<file path="src/rtl/hlb_pkg.sv">
// ----------------------------------------------------------------------------
// hlb_pkg
// Shared types, constants and elaboration helpers for the hierarchical
// latching bitset: level geometry, reset word pattern, lowest-zero search.
// ----------------------------------------------------------------------------
`default_nettype none

package hlb_pkg;

  localparam int WORD_BITS    = 64;
  localparam int LEVEL_MAX    = 6;
  localparam int DEF_MAX_BITS = 4096;
  localparam int CNT_W        = 13;
  localparam int IDX_W        = 12;
  localparam int CNT_RESET    = 4096;

  typedef struct packed {
    logic             hit;
    logic [CNT_W-1:0] first_free;
    logic             full_res;
    logic             index_error;
  } hlb_res_t;

  // Words in level l for a store of max_bits positions.
  function automatic int lvl_words(input int max_bits, input int l);
    int size;
    int words;
    int r;
    size = max_bits;
    r    = 0;
    for (int i = 0; i < LEVEL_MAX; i++) begin
      words = (size + 63) >> 6;
      if (i == l) r = words;
      size = words;
    end
    return r;
  endfunction

  // Level count: stop once a level fits in one word.
  function automatic int lvl_count(input int max_bits);
    int  n;
    logic stop;
    n    = 0;
    stop = 1'b0;
    for (int i = 0; i < LEVEL_MAX; i++) begin
      if (!stop) begin
        n = n + 1;
        if (lvl_words(max_bits, i) <= 1) stop = 1'b1;
      end
    end
    return n;
  endfunction

  // First word of level l; level 0 starts at address zero.
  function automatic int lvl_start(input int max_bits, input int l);
    int s;
    s = 0;
    for (int i = 0; i < LEVEL_MAX; i++) begin
      if (i < l) s = s + lvl_words(max_bits, i);
    end
    return s;
  endfunction

  function automatic int total_words(input int max_bits);
    return lvl_start(max_bits, lvl_count(max_bits));
  endfunction

  function automatic int addr_width(input int max_bits);
    int t;
    t = total_words(max_bits);
    return (t > 1) ? $clog2(t) : 1;
  endfunction

  // Reset pattern of word w of a level: bit b is one exactly when
  // w*64+b reaches the count of that level, ceil(cnt / 64^level).
  function automatic logic [WORD_BITS-1:0] init_word(input int level, input int w,
                                                     input logic [CNT_W-1:0] cnt);
    int sh;
    int c;
    int base;
    logic [WORD_BITS-1:0] v;
    sh   = 6 * level;
    c    = (int'(cnt) + (1 << sh) - 1) >> sh;
    base = w << 6;
    if (base + WORD_BITS <= c) begin
      v = '0;
    end else if (base >= c) begin
      v = '1;
    end else begin
      v = ~((64'd1 << (c - base)) - 64'd1);
    end
    return v;
  endfunction

  // Lowest clear bit; bit 6 of the result flags a word of all ones.
  function automatic logic [6:0] first_zero(input logic [WORD_BITS-1:0] v);
    logic [WORD_BITS-1:0] m;
    logic [6:0]           r;
    m = ~v & (v + 64'd1);
    r = '0;
    for (int b = 0; b < WORD_BITS; b++) begin
      if (m[b]) r[5:0] = r[5:0] | 6'(b);
    end
    r[6] = (m == '0);
    return r;
  endfunction

endpackage

`default_nettype wire

</file>
<file path="src/rtl/hlb_init.sv">
// ----------------------------------------------------------------------------
// hlb_init
// Clearing pass: sweeps every word of the store once after reset or a count
// write and writes its preset pattern (padding and full summary bits set).
// ----------------------------------------------------------------------------
`default_nettype none

module hlb_init #(
  parameter int MAX_BITS = hlb_pkg::DEF_MAX_BITS,
  parameter int ADDR_W   = hlb_pkg::addr_width(MAX_BITS)
) (
  input  logic                          clk,
  input  logic                          rst,
  input  logic                          restart,
  input  logic [hlb_pkg::CNT_W-1:0]     cnt,
  output logic                          active,
  output logic [ADDR_W-1:0]             wr_addr,
  output logic [hlb_pkg::WORD_BITS-1:0] wr_data
);

  import hlb_pkg::*;

  localparam int LEVELS = lvl_count(MAX_BITS);
  localparam int TOTAL  = total_words(MAX_BITS);

  logic [ADDR_W-1:0] addr;

  always_ff @(posedge clk) begin
    if (rst || restart) begin
      active <= 1'b1;
      addr   <= '0;
    end else if (active) begin
      if (addr == ADDR_W'(TOTAL - 1)) active <= 1'b0;
      addr <= addr + ADDR_W'(1);
    end
  end

  always_comb begin
    int lvl_sel;
    int w_sel;
    lvl_sel = 0;
    w_sel   = 0;
    for (int l = 0; l < LEVEL_MAX; l++) begin
      if (l < LEVELS && int'(addr) >= lvl_start(MAX_BITS, l)) begin
        lvl_sel = l;
        w_sel   = int'(addr) - lvl_start(MAX_BITS, l);
      end
    end
    wr_data = init_word(lvl_sel, w_sel, cnt);
  end

  assign wr_addr = addr;

endmodule

`default_nettype wire

</file>
<file path="config.mk">
export PLATFORM = sky130hd
export DESIGN_NAME = hlb_init
export DESIGN_NICKNAME = d
export VERILOG_FILES = /design/src/rtl/hlb_pkg.sv /design/src/rtl/hlb_init.sv
export SDC_FILE = /design/constraint.sdc
export NUM_CORES = 1
export LEC_CHECK = 0
export BUFFER_PORTS_ARGS = -buffer_cell sky130_fd_sc_hd__buf_2
export CAP_MARGIN = 20
export CORE_UTILIZATION = 55
export CTS_BUF_LIST = sky130_fd_sc_hd__clkbuf_4
export DETAILED_ROUTE_END_ITERATION = 8
export PLACE_DENSITY_LB_ADDON = 0.05
export RECOVER_POWER = 25
export SYNTH_ARGS = -nofsm -noshare
export SYNTH_HDL_FRONTEND = slang
export SYNTH_SLANG_ARGS = --single-unit
</file>
<file path="constraint.sdc">
create_clock -name clk -period 9.85 [get_ports clk]
set_clock_uncertainty 0.15 [all_clocks]
set_input_delay 0.4925 -clock clk [delete_from_list [all_inputs] [get_ports clk]]
set_output_delay 0.4925 -clock clk [all_outputs]
set_load 0.01 [all_outputs]
</file>
==> results.cfg <==
[synth]
ys_warn_count = 0
ys.flop_type = dfxtp_1
yosysSeqAreaShare_pct = 2.80
synth_seq_cells = 8
synth_cell_types = 74
ys_top_cells_by_count = a21oi_1 (118), nor2_1 (96), nand2_1 (92)
synth-edff-count = 0
synthArstFlopShare_pct = 0
synth_top_cell_by_area = ha_1
synth.top_cell.area_share_pct = 16.4
postSynthAreaPerCell_um2 = 6.22
synth.most_common_cell = a21oi_1
syn_inst = 920
synth_area_leaders = ha_1 (16%), a21oi_1 (10%), nor2_1 (6.3%)
syn_area_um2 = 5720

[power_and_ir_drop]
combPwrFrac_pct = 90.9
ir_worst_vdd_uv = 70.6
switchingPower_uw = 390
swShare_pct = 60.4
seqPwrFrac_pct = 5.2
power.leakage_uw = 0.00285
p_clk_share_pct = 3.8
p_per_area_nw_per_um2 = 102
intPower_uw = 255

[critical_path]
startpoint = wr_addr[6]
cp.arrival_ns = 8.41
cp_max_fo = 29
worst-r2r-cell-count = 5
reg2reg_setup_slack_ns = 8.17
r2r-end = wr_addr[6]
required_ns = 9.21
crit_family = compound AO/OA/AOI/OAI gates
crit_path_end_kind = output port
crit_buf_inv = 4
crit_top_cell = a21oi_1
critPathMaxStageDelay_ns = 0.61
crit_path_start_kind = flip-flop
crit_cells = 29
criticalPathCategory = flip-flop to output port
cpMaxStageDelayCell = nor4_2
reg2reg_from = wr_addr[1]

[layout]
drive_gt1_share_pct = 11.6
final_cell_area_um2 = 6330
seq_area_um2 = 160
area_growth_syn_to_layout_pct = 10.6
nets = 1091
fillCellCount = 995
diodes = 0
multi_input_area_um2 = 5240

[timing]
max_slew_margin_pct = 34.8
hold_violations = 0
drv_slew = 0
fin_setup_tns_ns = 0
setup_viol = 0
fmax_mhz = 110
fin_ws_ns = 0.797
fin_crit_sh_pct = 91.9
hold_slack_ns = 0.430
rsz0062_at_grt = false
post-route-min-period_ns = 9.05
worst_pin_slew_ns = 0.978

[cts]
numClockSinks = 8
cts_made_buffers = 3
path_clk_slew_ns = 0.06
cts-root-buf = clkbuf_4
clk_latency_ns = 0.25
htreeDepth = 1
cts_tree = yes
clockBufferDepth = 2

[placement]
placed_cell_area_um2 = 6290
pre_cts_ws_ns = 0.517
place_congestion = 1.04
portBuffers = 87
hpwlAfterDp_mm = 14.9

[routing]
num_vias = 7220
firstDrtPassIters = 5
drt-initial-drc-count = 700
postRouteWirelength_mm = 19.1
vias_per_cell = 6.40
ant_nets = 0
routedWlPerCell_um = 16.9
drc = 0

[floorplanning]
die_y_um = 104
dieArea_um2 = 10800
fp.dieW_um = 104
pin_count = 88
std_cell_rows = 36
core_area_um2 = 9910
initial_core_util_pct = 57.7

[grt]
grt_usage_pct = 33.9
antenna_found_initial = 0
grt_start_max_net_pins = 51
grt.overflow.total = 0
grt_pass1_wl_mm = 31.1
grt_pass1_vias = 6462

[min_path]
whs_endpoint = wr_addr[5]
hp-start = wr_addr[5]
worstHoldPathCells = 2
hold_class = flip-flop to flip-flop

[job]
cap_violations = 0

[outcome]
status = finished clean
worst max path at each step:
stage	end	slack (ns)
floorplan	wr_data[20]	1.34
global placement	wr_data[6]	0.72
detailed placement	wr_data[6]	0.52
CTS	wr_data[6]	0.21
global route	wr_data[6]	0.06
finish	wr_data[8]	0.80
state kept, by name, indices dropped and copies added (netlist names):
signal / flops
wr_addr: 7
active: 1
through the flow:
stage          util, %  instances  total power (uW)
2_1_floorplan        -        954               447
3_3_place_gp      63.5       1126               603
3_5_place_dp      63.5       1126               600
4_1_cts           63.7       1129               628
5_1_grt           63.9       1129               704
6_report          63.9       1129               645
cell families (layout without fill, tap and decap cells):
group / Yosys count / count (layout) / synth area share (%)
other: 2 / 36 / 0.131
AO/OA/AOI/OAI: 332 / 332 / 37.4
flip-flops: 8 / 8 / 2.80
multiplexers: 7 / 7 / 1.27
adder cells (fa/ha/maj): 77 / 77 / 17.1
AND/OR/NAND/NOR: 343 / 343 / 28.8
XOR/XNOR: 27 / 27 / 4.13
buffers and inverters: 124 / 166 / 8.38
worst min-delay path, stage by stage (launching register included):
cell and delay [ns]:
dfxtp_1 0.37, o21ai_0 0.10, a21oi_1 0.06
power by group through the flow:
stage / Clock (uW) / Combinational [uW] / Sequential, uW
6_report: 24.8 / 587 / 33.7
3_5_place_dp: 0 / 566 / 34.4
3_3_place_gp: 0 / 569 / 34.4
4_1_cts: 25.4 / 569 / 33.7
5_1_grt: 27.0 / 643 / 33.8
2_1_floorplan: 0 / 413 / 34.3
layout make-up:
| class | instances | area share, % |
|---|---|---|
| multi-input combinational | 822 | 82.8 |
| timing repair buffer | 96 | 7.69 |
| inverter | 67 | 4.03 |
| tap | 133 | 2.63 |
| sequential | 8 | 2.53 |
| clock buffer | 3 | 0.356 |
repair_timing:
| item | in CTS | in global routing |
|---|---|---|
| hold buffers | 0 | 0 |
| setup endpoints to repair | 0 | 28 |
| buffers inserted | 0 | 0 |
| gates resized for setup | 0 | 7 |
layer usage:
layer	wire (um)	global-route usage, %
met1	7930	44.6
met5	0	0
met3	1870	4.39
met2	8500	56.4
met4	789	12.3
cells in the final DEF (no fill, tap or decap), drive strengths merged, types with 4 or more instances in the layout:
| cell | instances |
|---|---|
| a31o | 4 |
| nand4 | 19 |
| a211oi | 19 |
| o21ai | 62 |
| nand3 | 34 |
| and2 | 10 |
| dfxtp | 8 |
| o211ai | 10 |
| xnor2 | 16 |
| conb | 36 |
| o31ai | 10 |
| or3 | 6 |
| o211a | 4 |
| o22ai | 8 |
| and3 | 7 |
| inv | 66 |
| ha | 75 |
| a21o | 21 |
| nor3 | 34 |
| clkbuf | 12 |
| a2111oi | 4 |
| nor2 | 96 |
| nor2b | 11 |
| nand2b | 12 |
| mux2i | 5 |
| buf | 87 |
| a21oi | 118 |
| nor4 | 7 |
| xor2 | 11 |
| a31oi | 18 |
| a211o | 11 |
| nand2 | 93 |
| o21a | 12 |
Power figures use the tool's default switching activity.
