$ cat src/rtl/hlb_pkg.sv
// ----------------------------------------------------------------------------
// hlb_pkg
// Shared types, constants and elaboration helpers for the hierarchical
// latching bitset: level geometry, reset word pattern, lowest-zero search.
// ----------------------------------------------------------------------------
`default_nettype none

package hlb_pkg;

  localparam int WORD_BITS    = 64;
  localparam int LEVEL_MAX    = 6;
  localparam int DEF_MAX_BITS = 4096;
  localparam int CNT_W        = 13;
  localparam int IDX_W        = 12;
  localparam int CNT_RESET    = 4096;

  typedef struct packed {
    logic             hit;
    logic [CNT_W-1:0] first_free;
    logic             full_res;
    logic             index_error;
  } hlb_res_t;

  // Words in level l for a store of max_bits positions.
  function automatic int lvl_words(input int max_bits, input int l);
    int size;
    int words;
    int r;
    size = max_bits;
    r    = 0;
    for (int i = 0; i < LEVEL_MAX; i++) begin
      words = (size + 63) >> 6;
      if (i == l) r = words;
      size = words;
    end
    return r;
  endfunction

  // Level count: stop once a level fits in one word.
  function automatic int lvl_count(input int max_bits);
    int  n;
    logic stop;
    n    = 0;
    stop = 1'b0;
    for (int i = 0; i < LEVEL_MAX; i++) begin
      if (!stop) begin
        n = n + 1;
        if (lvl_words(max_bits, i) <= 1) stop = 1'b1;
      end
    end
    return n;
  endfunction

  // First word of level l; level 0 starts at address zero.
  function automatic int lvl_start(input int max_bits, input int l);
    int s;
    s = 0;
    for (int i = 0; i < LEVEL_MAX; i++) begin
      if (i < l) s = s + lvl_words(max_bits, i);
    end
    return s;
  endfunction

  function automatic int total_words(input int max_bits);
    return lvl_start(max_bits, lvl_count(max_bits));
  endfunction

  function automatic int addr_width(input int max_bits);
    int t;
    t = total_words(max_bits);
    return (t > 1) ? $clog2(t) : 1;
  endfunction

  // Reset pattern of word w of a level: bit b is one exactly when
  // w*64+b reaches the count of that level, ceil(cnt / 64^level).
  function automatic logic [WORD_BITS-1:0] init_word(input int level, input int w,
                                                     input logic [CNT_W-1:0] cnt);
    int sh;
    int c;
    int base;
    logic [WORD_BITS-1:0] v;
    sh   = 6 * level;
    c    = (int'(cnt) + (1 << sh) - 1) >> sh;
    base = w << 6;
    if (base + WORD_BITS <= c) begin
      v = '0;
    end else if (base >= c) begin
      v = '1;
    end else begin
      v = ~((64'd1 << (c - base)) - 64'd1);
    end
    return v;
  endfunction

  // Lowest clear bit; bit 6 of the result flags a word of all ones.
  function automatic logic [6:0] first_zero(input logic [WORD_BITS-1:0] v);
    logic [WORD_BITS-1:0] m;
    logic [6:0]           r;
    m = ~v & (v + 64'd1);
    r = '0;
    for (int b = 0; b < WORD_BITS; b++) begin
      if (m[b]) r[5:0] = r[5:0] | 6'(b);
    end
    r[6] = (m == '0);
    return r;
  endfunction

endpackage

`default_nettype wire

$ cat src/rtl/hlb_walk.sv
// ----------------------------------------------------------------------------
// hlb_walk
// Item sequencer: read-modify-write of one word per level on the way up,
// then a descent from the cached top word to the lowest clear position.
// Forwards the last written word to a read of the same address.
// ----------------------------------------------------------------------------
`default_nettype none

module hlb_walk #(
  parameter int MAX_BITS = hlb_pkg::DEF_MAX_BITS,
  parameter int ADDR_W   = hlb_pkg::addr_width(MAX_BITS)
) (
  input  logic                          clk,
  input  logic                          rst,
  input  logic                          go,
  input  logic                          operation,
  input  logic [hlb_pkg::IDX_W-1:0]     index,
  input  logic [hlb_pkg::CNT_W-1:0]     cnt,
  input  logic [hlb_pkg::WORD_BITS-1:0] top_word,
  output logic [ADDR_W-1:0]             rd_addr,
  input  logic [hlb_pkg::WORD_BITS-1:0] rd_data,
  output logic                          wr_en,
  output logic [ADDR_W-1:0]             wr_addr,
  output logic [hlb_pkg::WORD_BITS-1:0] wr_data,
  output logic                          busy,
  output logic                          done,
  output hlb_pkg::hlb_res_t             res
);

  import hlb_pkg::*;

  localparam int LEVELS   = lvl_count(MAX_BITS);
  localparam int TOP_ADDR = lvl_start(MAX_BITS, LEVELS - 1);
  localparam int L0_WORDS = lvl_words(MAX_BITS, 0);
  localparam int POS_W    = $clog2(MAX_BITS);
  localparam int LVL_W    = (LEVELS > 1) ? $clog2(LEVELS) : 1;
  localparam int DN_LVL   = (LEVELS > 1) ? LEVELS - 2 : 0;

  typedef enum logic [1:0] {S_IDLE, S_UP, S_DN} state_t;

  state_t                 state, state_next;
  logic                   op_q, op_next;
  logic                   err_q, err_next;
  logic                   hit_q, hit_next;
  logic [LVL_W-1:0]       lvl, lvl_next;
  logic [POS_W-1:0]       pos, pos_next;
  logic [ADDR_W-1:0]      raddr_q;
  logic                   fwd_hit;
  logic [WORD_BITS-1:0]   fwd_data;

  logic [WORD_BITS-1:0]   word;
  logic [WORD_BITS-1:0]   modified;
  logic [WORD_BITS-1:0]   top_cur;
  logic [WORD_BITS-1:0]   fz_src;
  logic [6:0]             fz;
  logic [5:0]             bsel;
  logic [5:0]             idx_word;
  logic [POS_W+5:0]       pos_cat;
  logic [POS_W-1:0]       newpos;
  logic                   is_set, do_wr, climb, hit_now, hit_out, full_now;
  logic                   fin;
  hlb_res_t               fin_res;

  function automatic logic [ADDR_W-1:0] start_of(input int l);
    logic [ADDR_W-1:0] s;
    s = '0;
    for (int k = 0; k < LEVEL_MAX; k++) begin
      if (k == l) s = ADDR_W'(lvl_start(MAX_BITS, k));
    end
    return s;
  endfunction

  function automatic logic [CNT_W-1:0] clip(input logic [POS_W-1:0] p,
                                            input logic [CNT_W-1:0] c);
    return (32'(p) < 32'(c)) ? CNT_W'(p) : c;
  endfunction

  // Read data of a word written in the cycle its read was issued comes from
  // the forward register; the RAM returns the old contents then.
  assign word     = fwd_hit ? fwd_data : rd_data;
  assign bsel     = pos[5:0];
  assign is_set   = word[bsel];
  assign modified = word | (64'd1 << bsel);
  assign do_wr    = !err_q && !op_q && !(lvl == '0 && is_set);
  assign climb    = do_wr && (modified == '1) && (int'(lvl) < LEVELS - 1);
  assign hit_now  = !err_q && (op_q ? is_set : !is_set);
  assign hit_out  = (lvl == '0) ? hit_now : hit_q;
  assign top_cur  = (do_wr && raddr_q == ADDR_W'(TOP_ADDR)) ? modified : top_word;
  assign full_now = (cnt == '0) || (top_cur == '1);
  assign fz_src   = (state == S_UP) ? top_cur : word;
  assign fz       = first_zero(fz_src);
  assign pos_cat  = {pos, fz[5:0]};
  assign newpos   = pos_cat[POS_W-1:0];
  assign idx_word = index[IDX_W-1:6];

  assign wr_addr  = raddr_q;
  assign wr_data  = modified;
  assign busy     = (state != S_IDLE);

  always_comb begin
    state_next = state;
    op_next    = op_q;
    err_next   = err_q;
    hit_next   = hit_q;
    lvl_next   = lvl;
    pos_next   = pos;
    rd_addr    = '0;
    wr_en      = 1'b0;
    fin        = 1'b0;
    fin_res    = '0;
    case (state)
      S_IDLE: begin
        if (go) begin
          op_next    = operation;
          err_next   = ({1'b0, index} >= cnt);
          hit_next   = 1'b0;
          lvl_next   = '0;
          pos_next   = POS_W'(index);
          rd_addr    = (32'(idx_word) < 32'(L0_WORDS)) ? ADDR_W'(idx_word) : '0;
          state_next = S_UP;
        end
      end
      S_UP: begin
        wr_en = do_wr;
        if (lvl == '0) hit_next = hit_now;
        fin_res.hit         = hit_out;
        fin_res.index_error = err_q;
        if (climb) begin
          // Word just became full: set its bit one level up.
          lvl_next = lvl + LVL_W'(1);
          pos_next = pos >> 6;
          rd_addr  = start_of(int'(lvl) + 1) + ADDR_W'(pos >> 12);
        end else if (full_now) begin
          fin                 = 1'b1;
          fin_res.full_res    = 1'b1;
          fin_res.first_free  = cnt;
        end else if (LEVELS == 1) begin
          fin                 = 1'b1;
          fin_res.first_free  = clip(POS_W'(fz[5:0]), cnt);
        end else begin
          lvl_next   = LVL_W'(DN_LVL);
          pos_next   = POS_W'(fz[5:0]);
          rd_addr    = start_of(DN_LVL) + ADDR_W'(fz[5:0]);
          state_next = S_DN;
        end
      end
      S_DN: begin
        fin_res.hit         = hit_q;
        fin_res.index_error = err_q;
        if (fz[6]) begin
          fin                = 1'b1;
          fin_res.first_free = cnt;
        end else if (lvl == '0) begin
          fin                = 1'b1;
          fin_res.first_free = clip(newpos, cnt);
        end else begin
          lvl_next = lvl - LVL_W'(1);
          pos_next = newpos;
          rd_addr  = start_of(int'(lvl) - 1) + ADDR_W'(newpos);
        end
      end
      default: begin
        state_next = S_IDLE;
      end
    endcase
    if (fin) state_next = S_IDLE;
  end

  always_ff @(posedge clk) begin
    if (rst) begin
      state   <= S_IDLE;
      done    <= 1'b0;
      fwd_hit <= 1'b0;
    end else begin
      state   <= state_next;
      done    <= fin;
      fwd_hit <= wr_en && (wr_addr == rd_addr);
      if (fin) res <= fin_res;
    end
    op_q     <= op_next;
    err_q    <= err_next;
    hit_q    <= hit_next;
    lvl      <= lvl_next;
    pos      <= pos_next;
    raddr_q  <= rd_addr;
    fwd_data <= wr_data;
  end

  a_done_pulse: assert property (@(posedge clk) disable iff (rst)
    done |=> !done)
    else $error("done held for more than one cycle");

  a_no_idle_write: assert property (@(posedge clk) disable iff (rst)
    (state == S_IDLE) |-> !wr_en)
    else $error("store written while idle");

  a_err_no_hit: assert property (@(posedge clk) disable iff (rst)
    (done && res.index_error) |-> !res.hit)
    else $error("hit reported on an out-of-range item");

  a_full_count: assert property (@(posedge clk) disable iff (rst)
    (done && res.full_res) |-> (res.first_free == cnt))
    else $error("full store reports a clear position below the count");

  a_fm_bound: assert property (@(posedge clk) disable iff (rst)
    done |-> (res.first_free <= cnt))
    else $error("first_free beyond the count");

  a_go_idle: assert property (@(posedge clk) disable iff (rst)
    go |-> (state == S_IDLE))
    else $error("item taken while a walk is in progress");

endmodule

`default_nettype wire

$ cat config.mk
export PLATFORM = sky130hd
export DESIGN_NAME = hlb_walk
export DESIGN_NICKNAME = d
export VERILOG_FILES = /design/src/rtl/hlb_pkg.sv /design/src/rtl/hlb_walk.sv
export SDC_FILE = /design/constraint.sdc
export NUM_CORES = 1
export LEC_CHECK = 0
export ABC_AREA = 0
export BUFFER_PORTS_ARGS = -buffer_cell sky130_fd_sc_hd__clkbuf_2
export CORE_MARGIN = 1
export CORE_UTILIZATION = 50
export DETAILED_ROUTE_END_ITERATION = 10
export GPL_ROUTABILITY_DRIVEN = 0
export PLACE_DENSITY = 0.85
export SLEW_MARGIN = 20
export SYNTH_ARGS = -nofsm -noshare
export SYNTH_HDL_FRONTEND = slang
export SYNTH_SLANG_ARGS = --single-unit
$ cat constraint.sdc
create_clock -name clk -period 6 [get_ports clk]
set_input_delay 0.3 -clock clk [delete_from_list [all_inputs] [get_ports clk]]
set_output_delay 0.3 -clock clk [all_outputs]
set_load 0.01 [all_outputs]
==> impl_metrics.py, run 1 <==
metrics = {
    "synth": {
        "syn-num-nets": 1595,
        "netlist_instances": 1411,
        "synth_adder_area_share": 0.0298,
        "synth_xor_area_frac": 0.00309,
        "synth_seq_cells": 107,
        "syn_area_mm2": 0.0113,
        "synth-compound-area-share": 0.238,
        "syn_area_per_cell_um2": 8.02,
        "async_reset_ff_frac": 0,
        "yosys_warnings": 0,
        "synth_top_family_by_area": "simple AND/OR/NAND/NOR gates",
        "ys.flop_type": "dfxtp_1",
        "synth_simple_gate_area_frac": 0.288,
        "synth_seq_area_share": 0.218,
        "yosysUniqueCellTypes": 111,
        "synthMuxAreaShare": 0.146,
        "synth_edf_count": 32,
    },
    "global_routing": {
        "grt_first_pass_wirelength_um": 131000,
        "grt_usage": 0.766,
        "grt_overflow_total": 14,
        "grt_max_degree": 151,
        "first_global_vias": 19824,
    },
    "cts": {
        "cts.sinks": 107,
        "cts_made_buffers": 9,
        "cts_max_level": 3,
        "cts_root_buffer": "clkbuf_16",
        "clk_path_buf_depth": 2,
    },
    "status": {
        "status": "did not finish",
        "lastStage": "5_1_grt",
        "firstError": "[ERROR GRT-0116] Global routing finished with congestion. Check the congestion regions in the DRC Viewer.",
    },
    "placed_design": {
        "hpwlAfterDp_um": 44100,
        "dp_slack_ns": -0.673,
        "place_area_mm2": 0.0152,
        "portBuffers": 253,
    },
    "floorplanning": {
        "die_h_um": 152,
        "start_util": 0.514,
        "fp-row-count": 54,
        "io_pins": 254,
        "die_x_um": 152,
    },
}
-- Yosys cell counts (6+ instances only) --
library cell  number  area (um2)
nor3_2             6        60.1
buf_1              8        30.0
nor2_1           139         522
nand3_1           43         215
mux2_2            51         574
o22ai_1           18         113
or3_1             12        75.1
a311oi_2          17         255
a21o_1            16         120
nand2b_1          32         200
a211o_1            8        70.1
and3_1             7        43.8
nand2_1          121         454
o21ai_1            7        35.0
nand3b_1          11        82.6
nand4_1           47         294
a31oi_1           13        81.3
nand4b_1           6        52.6
edfxtp_1          32         961
mux2i_1           60         601
a311oi_1           6        52.6
nor3b_1            7        52.6
o211ai_1          16         120
buf_6             13         146
buf_2             13        65.1
or2_2             11        68.8
and2_1            17         106
clkbuf_1          38         143
a211oi_1          16         120
ha_1              27         338
o21ai_0           59         295
nor2b_1           19         119
a22oi_1            7        52.6
dfxtp_1           75        1500
a311o_1            6        60.1
nor3_1            64         320
a22o_1            15         131
o21a_1             6        45.0
mux4_2            19         428
inv_1             99         372
nor4_1            27         169
a21oi_1           60         300
-- repair_timing --
action                     in CTS
pin swaps                      68
buffers inserted               51
gates cloned                    6
gates resized for setup       126
setup endpoints to repair      20
hold buffers                    0
-- logic make-up after synthesis --
kind of cell    after synthesis
compound gates              348
xor+xnor                      4
fa+ha+maj                    27
buf+inv                     181
flops                       107
mux                         134
simple gates                610
-- stage by stage --
stage	utilization	instances	setup TNS [ns]
after CTS	0.757	2277	-3.70
after detailed placement	0.688	2205	-7.92
after global placement	0.688	2205	-4.96
after floorplan	-	1411	0
-- per-layer routing --
layer | global-route usage | GRT overflow
met1 | 0.744 | 0
met2 | 0.880 | 6
met3 | 0.710 | 1
met4 | 0.750 | 7
met5 | 0.427 | 0
==> run 2, diff against run 1 <==
CORE_UTILIZATION = 35   (was 50)
PLACE_DENSITY = not set   (was 0.85)
PLACE_DENSITY_LB_ADDON = 0.15   (was not set)
clock period = 7.8 ns   (was 6 ns; I/O delays follow)
==> run 2 against run 1 <==
Compared with the run above:
- the run now ends clean
- synthesized cell count stayed put
- area after synthesis unchanged
==> impl_metrics.py, run 2 <==
metrics = {
    "timing": {
        "setup_ws_ns": 0.431,
        "rsz0062_at_grt": "no",
        "finalHoldViolations": 0,
        "setup_tns_ns": 0,
        "worstMarginPinSlew_ns": 1.10,
        "max_freq_mhz": 136,
        "skew_ns": 0.0170,
        "slew_violations": 0,
        "max-slew-margin-rel": 0.260,
        "fin_crit_ns": 7.37,
        "fin_crit_sh": 0.945,
        "finalSetupViolCount": 0,
    },
    "synth": {
        "yosys-top-cells-area": "dfxtp_1 (13%), edfxtp_1 (8.5%), mux2i_1 (5.3%)",
        "yosys_warnings": 0,
        "syn_area_mm2": 0.0113,
        "async_reset_ff_frac": 0,
        "netlist.area_leader.share": 0.133,
        "syn-num-nets": 1595,
        "yosysUniqueCellTypes": 111,
        "synth_seq_area_share": 0.218,
        "ys.flop_type": "dfxtp_1",
        "synth_seq_cells": 107,
        "synth_edf_count": 32,
        "yosys-top-cells-count": "nor2_1 (139), nand2_1 (121), inv_1 (99)",
        "yosysTopAreaCell": "dfxtp_1",
        "netlist_instances": 1411,
        "synth_most_common_cell": "nor2_1",
        "syn_area_per_cell_um2": 8.02,
    },
    "floorplanning": {
        "die_x_um": 182,
        "die_h_um": 182,
        "io_pins": 254,
        "die_area_mm2": 0.0331,
        "start_util": 0.357,
        "fp-row-count": 65,
        "core-area_mm2": 0.0317,
    },
    "setup_path": {
        "r2r_setup_slack_ns": 0.43,
        "critPathCaptureType": "register",
        "crit_path_end": "res[5]",
        "crit_path_start": "pos[1]",
        "slowest_delay_ns": 0.92,
        "crit_slowest_cell": "a2111oi_1",
        "r2r_cells": 23,
        "critical_path_class": "register to register",
        "worstPathArrival_ns": 7.50,
        "path_cells": "nand2_1 -> a2bb2oi_1 -> o2111ai_1 -> o21ai_0 -> o311ai_4 -> buf_12 -> buf_12 -> nor3_1 -> a311oi_2 -> nand3b_2 -> buf_4 -> a2111oi_1 -> buf_4 -> a21oi_1 -> and3_1 -> nand4_1 -> ha_1 -> nand4_1 -> a31oi_1 -> a211o_1 -> a211oi_2 -> a21oi_2 -> a22o_1",
        "start_kind": "register",
        "r2r-start": "pos[1]",
        "path_max_fanout": 45,
        "r2r_end": "res[5]",
        "cp.required_ns": 7.93,
    },
    "power_and_ir_drop": {
        "p_per_area_mw_per_mm2": 261,
        "peakVddDrop_v": 0.000149,
        "leakagePower_nw": 5.67,
    },
    "cts": {
        "clk_path_buf_depth": 2,
        "cts_resized": 0,
        "post_cts_buffers": 0,
        "cts_tree": "built",
        "cts_made_buffers": 9,
        "cts_max_level": 3,
        "cts_hold_buffers": 0,
        "cts_root_buffer": "clkbuf_16",
        "clock_latency_ns": 0.39,
        "cts.sinks": 107,
        "clkTransAtPathRegs_ns": 0.08,
    },
    "status": {
        "status": "complete, no violations",
    },
    "global_routing": {
        "grt_first_pass_wirelength_um": 78400,
        "grt_max_degree": 74,
        "use_met1": 0.428,
        "grt_usage": 0.319,
        "grt_overflow_total": 0,
        "first_global_vias": 12262,
        "use_met2": 0.486,
        "met3_usage": 0.0830,
        "top_usage_layer": "met2",
        "antenna_found_initial": 1,
    },
    "final_layout": {
        "final_core_util": 0.437,
        "layout.cells.non_filler": 2125,
        "syn2layout_area_growth_pct": 22.6,
        "largest_reg_flops": 64,
        "nets": 1899,
        "final_cell_mix": "clkbuf_2 (253), nor2_1 (139), nand2_1 (121), buf_4 (114), inv_1 (98)",
        "layout_commonest_cell": "clkbuf_2",
        "regMostFlops": "fwd_data",
        "largestRegisters": "fwd_data (64), res (16), pos (12)",
        "layout-drive-gt1-share": 0.317,
    },
    "placed_design": {
        "portBuffers": 253,
        "hpwlAfterDp_um": 44500,
        "dp_cells": 2106,
        "dp_slack_ns": 0.616,
    },
    "routing": {
        "dr_total_vias": 13286,
        "drt.antenna.violating_nets": 0,
        "dr.first_iter.drc_count": 2002,
        "drc_errors": 0,
        "viasPerCell": 6.25,
        "dr.pass1.iters": 7,
        "wl_per_cell_um": 25.4,
        "routed_wl_um": 53900,
    },
    "job": {
        "cap_violations": 0,
    },
    "worst_hold_path": {
        "min_path_type": "input pin to register",
    },
}
## run 2: cell counts after synthesis
No cell type changed its count.
## run 2: worst min path at each step
stage                  from           end  slack [ns]  cells after the start
2_1_floorplan           rst          done        0.46                      1
3_3_place_gp   fwd_data[14]  fwd_data[14]        0.58                      2
3_5_place_dp   fwd_data[14]  fwd_data[14]        0.57                      2
4_1_cts           operation          op_q        0.19                      1
5_1_grt           operation          op_q        0.19                      1
6_report          operation          op_q        0.19                      1
## run 2: per-stage QoR
| step | cell area (um2) | power [mW] | hold WS, ns |
|---|---|---|---|
| 6_report | 13900 | 3.62 | 0.191 |
| 2_1_floorplan | 11300 | 2.15 | 0.462 |
| 5_1_grt | 13900 | 3.77 | 0.189 |
| 3_3_place_gp | 13600 | 3.05 | 0.578 |
| 3_5_place_dp | 13600 | 3.06 | 0.573 |
| 4_1_cts | 13900 | 3.54 | 0.186 |
## run 2: layout make-up
type / count / area [um2]
inverter: 101 / 379
tap: 402 / 503
multi-input combinational: 1123 / 7990
timing repair buffer: 373 / 2240
clock buffer: 11 / 233
fill: 3227 / 17800
clock inverter: 5 / 52.6
sequential: 107 / 2470
antenna: 3 / 7.51
## run 2: routing by layer
layer  up-vias  part of all wire
li1       5936                 -
met1      6305              0.41
met2       893              0.43
met3       152              0.11
met4         0             0.039
met5         -                 0
## run 2: kinds of logic after synthesis
kind of cell | Yosys count | synth area share
xor gates and xnor gates | 4 | 0.00310
buffers and inverters | 181 | 0.0776
adders and majority gates | 27 | 0.0298
and+or+nand+nor | 610 | 0.288
muxes | 134 | 0.146
DFF | 107 | 0.218
AOI/OAI and AO/OA | 348 | 0.238
## run 2: power by group
part,leakage (nW),switching (mW),internal [mW]
registers,0.921,0.0823,0.704
clock network,0.138,0.232,0.248
logic,4.61,1.56,0.794
total,5.67,1.88,1.75
## run 2: critical path: cells and delay by family (launching register included)
family	cells	cell delay [ns]
buffers and inverters	4	0.96
AOI/OAI and AO/OA	12	3.91
DFF	1	0.62
and+or+nand+nor	6	1.35
adders and majority gates	1	0.28
Note: power is estimated with default switching activity, not from simulation.
==> run 3, diff against run 2 <==
clock period = 7.9 ns   (was 7.8 ns; I/O delays follow)
==> run 3 against run 2 <==
Compared with the run above:
- cell area down 2.9%
- worst setup slack worse by 0.12 ns
- global-route usage down 0.53 points
- clock skew up 0.00061 ns
- power down 3.7%
- sequential power up 4.7%
- via count down 0.85%
- maximum frequency down 2.9%
- clock power down 3%
==> impl_metrics.py, run 3 (synthesis gave the netlist of run 2 again) <==
metrics = {
    "final_layout": {
        "layout.cells.non_filler": 2077,
        "layout_commonest_cell": "clkbuf_2",
        "multi_input_area_mm2": 0.00800,
        "finish.instance_area_mm2": 0.0135,
        "final_core_util": 0.425,
        "nets": 1852,
        "largestRegisters": "fwd_data (64), res (16), pos (12)",
        "syn2layout_area_growth_pct": 19.0,
        "regMostFlops": "fwd_data",
        "seqCellArea_mm2": 0.00247,
        "final_cell_mix": "clkbuf_2 (253), nor2_1 (139), nand2_1 (121), inv_1 (98), dfxtp_1 (74)",
        "largest_reg_flops": 64,
        "layout-drive-gt1-share": 0.300,
        "n_fill_cell": 3342,
    },
    "worst_hold_path": {
        "min_path_type": "input pin to register",
    },
    "cts": {
        "clock_latency_ns": 0.38,
        "cts_tree": "built",
        "cts.sinks": 107,
        "cts_resized": 0,
        "clkTransAtPathRegs_ns": 0.08,
        "clk_path_buf_depth": 2,
        "cts_max_level": 3,
        "cts_made_buffers": 9,
        "cts_root_buffer": "clkbuf_16",
    },
    "setup_path": {
        "cp_common_cell": "buf_4",
        "slowest_delay_ns": 0.61,
        "critical_path_class": "register to register",
        "cp.required_ns": 8.03,
        "worstPathArrival_ns": 7.72,
        "crit_slowest_cell": "dfxtp_4",
        "path_max_fanout": 53,
        "start_kind": "register",
        "critPathCaptureType": "register",
    },
    "routing": {
        "dr.pass1.iters": 10,
        "viasPerCell": 6.34,
        "dr.first_iter.drc_count": 1905,
        "drc_errors": 0,
        "dr_total_vias": 13173,
        "drt.antenna.violating_nets": 0,
        "routed_wl_um": 53300,
        "wl_per_cell_um": 25.7,
    },
    "timing": {
        "fin_crit_sh": 0.960,
        "slew_violations": 0,
        "finalSetupViolCount": 0,
        "setup_ws_ns": 0.313,
        "max_freq_mhz": 132,
        "max-slew-margin-rel": 0.328,
        "fin_crit_ns": 7.59,
        "rsz0062_at_grt": "no",
        "setup_tns_ns": 0,
        "skew_ns": 0.0176,
        "finalHoldViolations": 0,
        "worstMarginPinSlew_ns": 0.995,
    },
    "placed_design": {
        "place_area_mm2": 0.0131,
        "portBuffers": 253,
        "dp_cells": 2053,
        "hpwlAfterDp_um": 43900,
        "dp_slack_ns": 0.495,
    },
    "floorplanning": {
        "core-area_mm2": 0.0317,
        "fp-row-count": 65,
        "io_pins": 254,
        "die_h_um": 182,
        "die_x_um": 182,
        "die_area_mm2": 0.0331,
        "start_util": 0.357,
    },
    "power_and_ir_drop": {
        "peakVddDrop_v": 0.000154,
        "leakagePower_nw": 5.42,
        "p_per_area_mw_per_mm2": 259,
    },
    "global_routing": {
        "grt_usage": 0.314,
        "grt_first_pass_wirelength_um": 77900,
        "first_global_vias": 12174,
        "grt_max_degree": 62,
        "grt_overflow_total": 0,
        "antenna_found_initial": 4,
    },
    "status": {
        "status": "complete, no violations",
    },
    "job": {
        "cap_violations": 0,
    },
}
==> run 3: changes by cell type in the layout (fill, tap and decap cells not counted), sizes merged <==
cell / previous run / this run
buf: 120 / 73
inv: 100 / 101
diode: 3 / 2
bufinv: 1 / 0
==> run 3: path summary, 6_finish.rpt <==
path,startpoint,endpoint,slack (ns),cells after the start
setup / recovery,fwd_hit,res[6],0.31,29
hold / removal,operation,op_q,0.21,1
setup reg to reg,fwd_hit,res[6],0.31,29
hold reg to reg,state[0],state[0],0.60,2
==> run 3: layout make-up <==
class	instances	area share
clock inverter	5	0.00269
timing repair buffer	326	0.137
clock buffer	11	0.0180
sequential	107	0.183
tap	402	0.0373
antenna	2	0.000372
inverter	101	0.0281
multi-input combinational	1123	0.594
==> run 3: what timing repair did <==
item                                    in CTS  in global routing
buffers inserted                             0                  6
hold buffers                                 0                  0
endpoints found under the setup margin       0                 12
==> run 3: routing by layer <==
layer,vias up,share of wire,wire length (um),global-route usage
met1,6302,0.41,22000,0.422
met3,164,0.11,5820,0.0696
met4,0,0.046,2460,0.133
met5,-,0,0,0
li1,5834,-,-,-
met2,873,0.43,23000,0.482
==> run 3: critical path: cells and delay by family, from the launching register on <==
family | cells | cell delay [ns]
compound gates | 13 | 2.59
simple gates | 10 | 2.34
buf+inv | 4 | 0.96
flops | 1 | 0.61
mux | 1 | 0.55
fa+ha+maj | 1 | 0.24
==> run 3: stage by stage <==
| stage | power (mW) | hold slack [ns] |
|---|---|---|
| after floorplan | 2.12 | 0.467 |
| after global placement | 2.94 | 0.581 |
| after detailed placement | 2.93 | 0.585 |
| after CTS | 3.40 | 0.198 |
| after global routing | 3.63 | 0.201 |
| final | 3.49 | 0.207 |
==> run 3: report_power, final <==
part | internal [mW] | total (mW) | switching (mW)
logic | 0.729 | 2.20 | 1.47
clock network | 0.225 | 0.464 | 0.239
registers | 0.695 | 0.823 | 0.128
total | 1.65 | 3.49 | 1.84
